--- config.mk ---
export PLATFORM = sky130hd
export DESIGN_NAME = lobu_ram
export DESIGN_NICKNAME = d
export VERILOG_FILES = /design/src/hdl/lobu_ram.sv
export SDC_FILE = /design/constraint.sdc
export NUM_CORES = 1
export LEC_CHECK = 0
export BUFFER_PORTS_ARGS = -buffer_cell sky130_fd_sc_hd__buf_2
export CORE_MARGIN = 2
export CORE_UTILIZATION = 54
export DETAILED_ROUTE_END_ITERATION = 8
export PLACE_DENSITY = 0.72
export SYNTH_ARGS = -nofsm -noshare
export SYNTH_HDL_FRONTEND = slang
export SYNTH_SLANG_ARGS = --single-unit
--- constraint.sdc ---
create_clock -name i_clk -period 6 [get_ports i_clk]
set_clock_uncertainty 0.1 [all_clocks]
set_input_delay 1.5 -clock i_clk [delete_from_list [all_inputs] [get_ports i_clk]]
set_output_delay 1.5 -clock i_clk [all_outputs]
set_load 0.02 [all_outputs]
--- src/hdl/lobu_ram.sv ---
module lobu_ram #(
    parameter int WIDTH = 8,
    parameter int DEPTH = 16
) (
    input  logic                     i_clk,
    input  logic                     i_we,
    input  logic [$clog2(DEPTH)-1:0] i_waddr,
    input  logic [WIDTH-1:0]         i_wdata,
    input  logic [$clog2(DEPTH)-1:0] i_raddr,
    output logic [WIDTH-1:0]         o_rdata
);

    logic [WIDTH-1:0] r_mem [DEPTH];
    logic [WIDTH-1:0] r_rdata;

    always_ff @(posedge i_clk) begin
        if (i_we) begin
            r_mem[i_waddr] <= i_wdata;
        end
        r_rdata <= r_mem[i_raddr];
    end

    assign o_rdata = r_rdata;

endmodule

After elaboration in Yosys (flattened, before gate mapping). Memory sizes are Yosys's and may differ from the RTL's. A register that Yosys moved wholly into a read port is not among the register bits. Cells that the tools add are included.

Add/sub/neg operators: 0. Multiply operators: 0. Div/mod/pow operators: 0. $lt $le $gt $ge: 0. Equal/unequal tests: 0. Shift operators: 0. Muxes and demuxes: 2. Bitwise operators: 0. Reduce and logical (&&, ||, !) cells: 0.

Operator list (number): 2-to-1 mux 1 bit (2).

Flip-flop bits (word level): 0. Latch bits: 0. Bits in writable memories: 128. Memory bits (read-only): 0. Input bits: 18. Output and inout bits: 8. Logic and storage cells: 3. Memories: 1.

Memory list: r_mem (words 16, bits a word 8, rd ports 1, clocked after memory_dff 1, wr ports 1, RTL line 13) `logic [WIDTH-1:0] r_mem [DEPTH];`.

Logic depth before layout (Yosys ltp).
Word-level depth: 2. Depth in mapped cells: 5. Gate-level depth less buffers: 3.

Worst setup path before layout. OpenSTA, ideal clock, no wires.

Path kind: input to register. Start point: in i_waddr[2]. End point: mem r_mem[0][0], enable pin. Setup time: 0.383 ns. Arrival: 2.610 ns. Required time: 5.517 ns. Slack: 2.907 ns. Cell stages on the path: 2. Path buffers: 0. Cells stage by stage: or3b_2 > nor3_1.

RTL lines: start, declared (RTL line 7) `input logic [$clog2(DEPTH)-1:0] i_waddr,`; end, declared (RTL line 13).

No word-level cell before the write port.

==> qor.csv <==
stage,metric,value,unit
drt,via count,2353,
clock_tree,TritonCTS Buffers,17,
setup_path,FF-to-FF path depth,3,
global_route,vias in the first global route,2308,
sta,final slew viol count,0,
synth,post-synth cell types,19,
setup_path,"Arr. time, crit path",3350,ps
drt,Via density,5.80,
die,DIE AREA,10300,um^2
drt,Residual DRC,0,
drt,DRT iter0 DRCs,230,
clock_tree,post_cts resized,0,
setup_path,peak fanout along the critical path,32,
clock_tree,Setup Buffers After CTS,0,
power,P_leak,1.94,nW
cells_and_area,Fillers,621,
synth,mapped cell area,5150,um^2
setup_path,Worst setup endpoint,o_rdata[2]$_DFF_P_,
global_route,first-pass GRT wire length,14400,um
setup_path,WS Path Type,in -> reg,
worst_hold_path,Worst Hold Class,reg -> reg,
power,Cell Pwr Density,349,nW/um^2
clock_tree,Clock Tree Root,clkbuf_8,
outcome,status,completed,
global_route,initial antenna violation count,0,
cells_and_area,ant diodes,0,
placed_design,number of port buffers,25,
setup_path,Crit. Startpoint,i_raddr[0],
setup_path,CP peak stage delay,780,ps
clock_tree,Post-CTS Hold Buffers,0,
setup_path,slowest CP cell,buf_2,
clock_tree,CTS Buffer Depth,2,
clock_tree,CTS tree,yes,
clock_tree,H-tree Lvls,4,
synth,register area share after synthesis,77.8,%
run,max cap viols,0,
drt,Routed Antenna Nets,0,
setup_path,crit end category,flop,
synth,syn avg cell area,22.5,um^2
die,Die Wd,102,um
synth,Synth Register Bits,136,
cells_and_area,layout cells sized above 1,28.2,%
clock_tree,clock sink count,136,
sta,Setup TNS Final,0,ps
sta,Final Setup Violations,0,
setup_path,Worst Path Required,6290,ps
drt,WL per Instance,23.7,um
global_route,largest net degree at the start of global routing,33,
sta,RSZ-0062 raised after global routing,false,
power,Max rail drop VDD,0.000253,V
clock_tree,clk slew on worst S/H paths,60,ps
synth,Mapped Cells,229,
cells_and_area,Layout Nets,282,
setup_path,crit-path cells,buf_2 -> mux4_1 -> a22oi_1 -> nand2_1,
placed_design,dpl hpwl,5820,um
setup_path,Worst R2R Setup Slack,4530,ps
die,Core Region,9240,um^2
sta,worst slew pin tran,1200,ps
die,Initial Utilization,55.7,%
sta,Fin. Hold Viols,0,
setup_path,Crit Reg-Reg Endpoint,o_rdata[2]$_DFF_P_,
drt,TritonRoute pass-1 iters,4,
sta,"Min Clock Period, post-route",3060,ps
placed_design,routability cong.,0.729,
worst_hold_path,hold path depth,3,
drt,final WL,9620,um
die,row count,35,
synth,Post-Syn Nets,247,
setup_path,crit path launch type,input pin,
cells_and_area,Layout area overhead,14.3,%
sta,Fmax achieved,327,MHz
clock_tree,worst skew pair latency,510,ps
sta,period utilisation layout,50.9,%
global_route,gr usage total,20.8,%
sta,Rel. slew slack,19.1,%
setup_path,FF-to-FF Start,r_mem[1][2]$_DFFE_PP_,
synth,synth warn,0,
die,I/O pin cnt,26,
global_route,grt total ovfl,0,
die,DIE HEIGHT,102,um
placed_design,dpl ws,2400,ps
sta,"Worst Setup Slack, final",2940,ps
critical path: cells and delay by family:
kind | cells | cell delay [ps]
mux | 1 | 690
buf+inv | 1 | 780
simple gates | 1 | 90
compound gates | 1 | 280
kinds of logic after synthesis:
logic type	share of synthesized area, %
AOI/OAI and AO/OA	2.33
buffers and inverters	1.68
DFF	77.8
muxes	15.0
and+or+nand+nor	3.18
how the worst min path moves through the flow:
stage	end	from	slack, ps
CTS	o_rdata[5]$_DFF_P_	r_mem[15][5]$_DFFE_PP_	580
global placement	o_rdata[0]$_DFF_P_	r_mem[7][0]$_DFFE_PP_	550
global route	o_rdata[5]$_DFF_P_	r_mem[14][5]$_DFFE_PP_	630
finish	o_rdata[5]$_DFF_P_	r_mem[14][5]$_DFFE_PP_	580
floorplan	o_rdata[0]$_DFF_P_	r_mem[7][0]$_DFFE_PP_	530
detailed placement	o_rdata[5]$_DFF_P_	r_mem[15][5]$_DFFE_PP_	560
power by group:
part	switching [W]	total, W	internal, W
clock	0.000383	0.000887	0.000504
combinational	0.0000611	0.0000991	0.0000380
sequential	0.00000705	0.00107	0.00106
total	0.000451	0.00206	0.00160
cells in the mapped netlist, drive strengths merged:
cell type	number	area [um^2]
nor3	4	20.0
edfxtp	128	3840
nand2	9	33.8
and2	1	6.26
nand2b	2	12.5
mux4	32	773
nand3b	2	15.0
nor2b	1	6.26
dfxtp	8	160
clkdlybuf4s25	3	30.0
and2b	1	7.51
buf	7	56.3
nand3	1	5.00
a22oi	16	120
nor2	13	48.8
or3b	1	8.76
cells in the final DEF (no fill, tap or decap), types with 2 or more instances in the layout:
cell type	netlist	layout
clkinv_2	0	3
clkbuf_16	0	16
nand3b_1	2	2
clkinv_4	0	3
nor3_1	4	2
mux4_2	18	18
clkinvlp_4	0	7
nand2b_1	2	2
buf_2	3	25
edfxtp_1	128	128
mux4_1	14	14
nor3_2	0	2
a22oi_1	16	16
nor2_1	13	13
dfxtp_1	8	8
nand2_1	9	9
area by class of cell:
cell class	instances	area [um^2]	area share, %
Clock buffer	17	414	7.04
Timing Repair Buffer	26	133	2.25
Clock inverter	15	106	1.81
Sequential cell	136	4000	68.0
Tap cell	129	161	2.74
Multi-Input combinational cell	83	1070	18.1
routing by layer:
| layer | vias up | global-route usage [%] | part of all wire [%] |
|---|---|---|---|
| met2 | 98 | 29.9 | 49 |
| met5 | - | 0 | 0 |
| met4 | 0 | 7.80 | 1.1 |
| met1 | 1199 | 30.8 | 43 |
| met3 | 10 | 6.07 | 6.8 |
| li1 | 1046 | - | - |
metrics by stage:
step           instance area, um^2  std cells  total power [W]  utilization (%)  hold slack [ps]
6_report                      5890        406          0.00206             63.7              575
5_1_grt                       5890        406          0.00212             63.7              625
4_1_cts                       5890        406          0.00207             63.7              581
3_5_place_dp                  5370        374          0.00119             58.1              563
3_3_place_gp                  5370        374          0.00119             58.1              545
2_1_floorplan                 5150        229          0.00115                -              529
flip-flops by register name (all words and copies together), names as in the netlist:
register and cells:
r_mem 128, o_rdata 8
(Power assumes the default switching activity.)
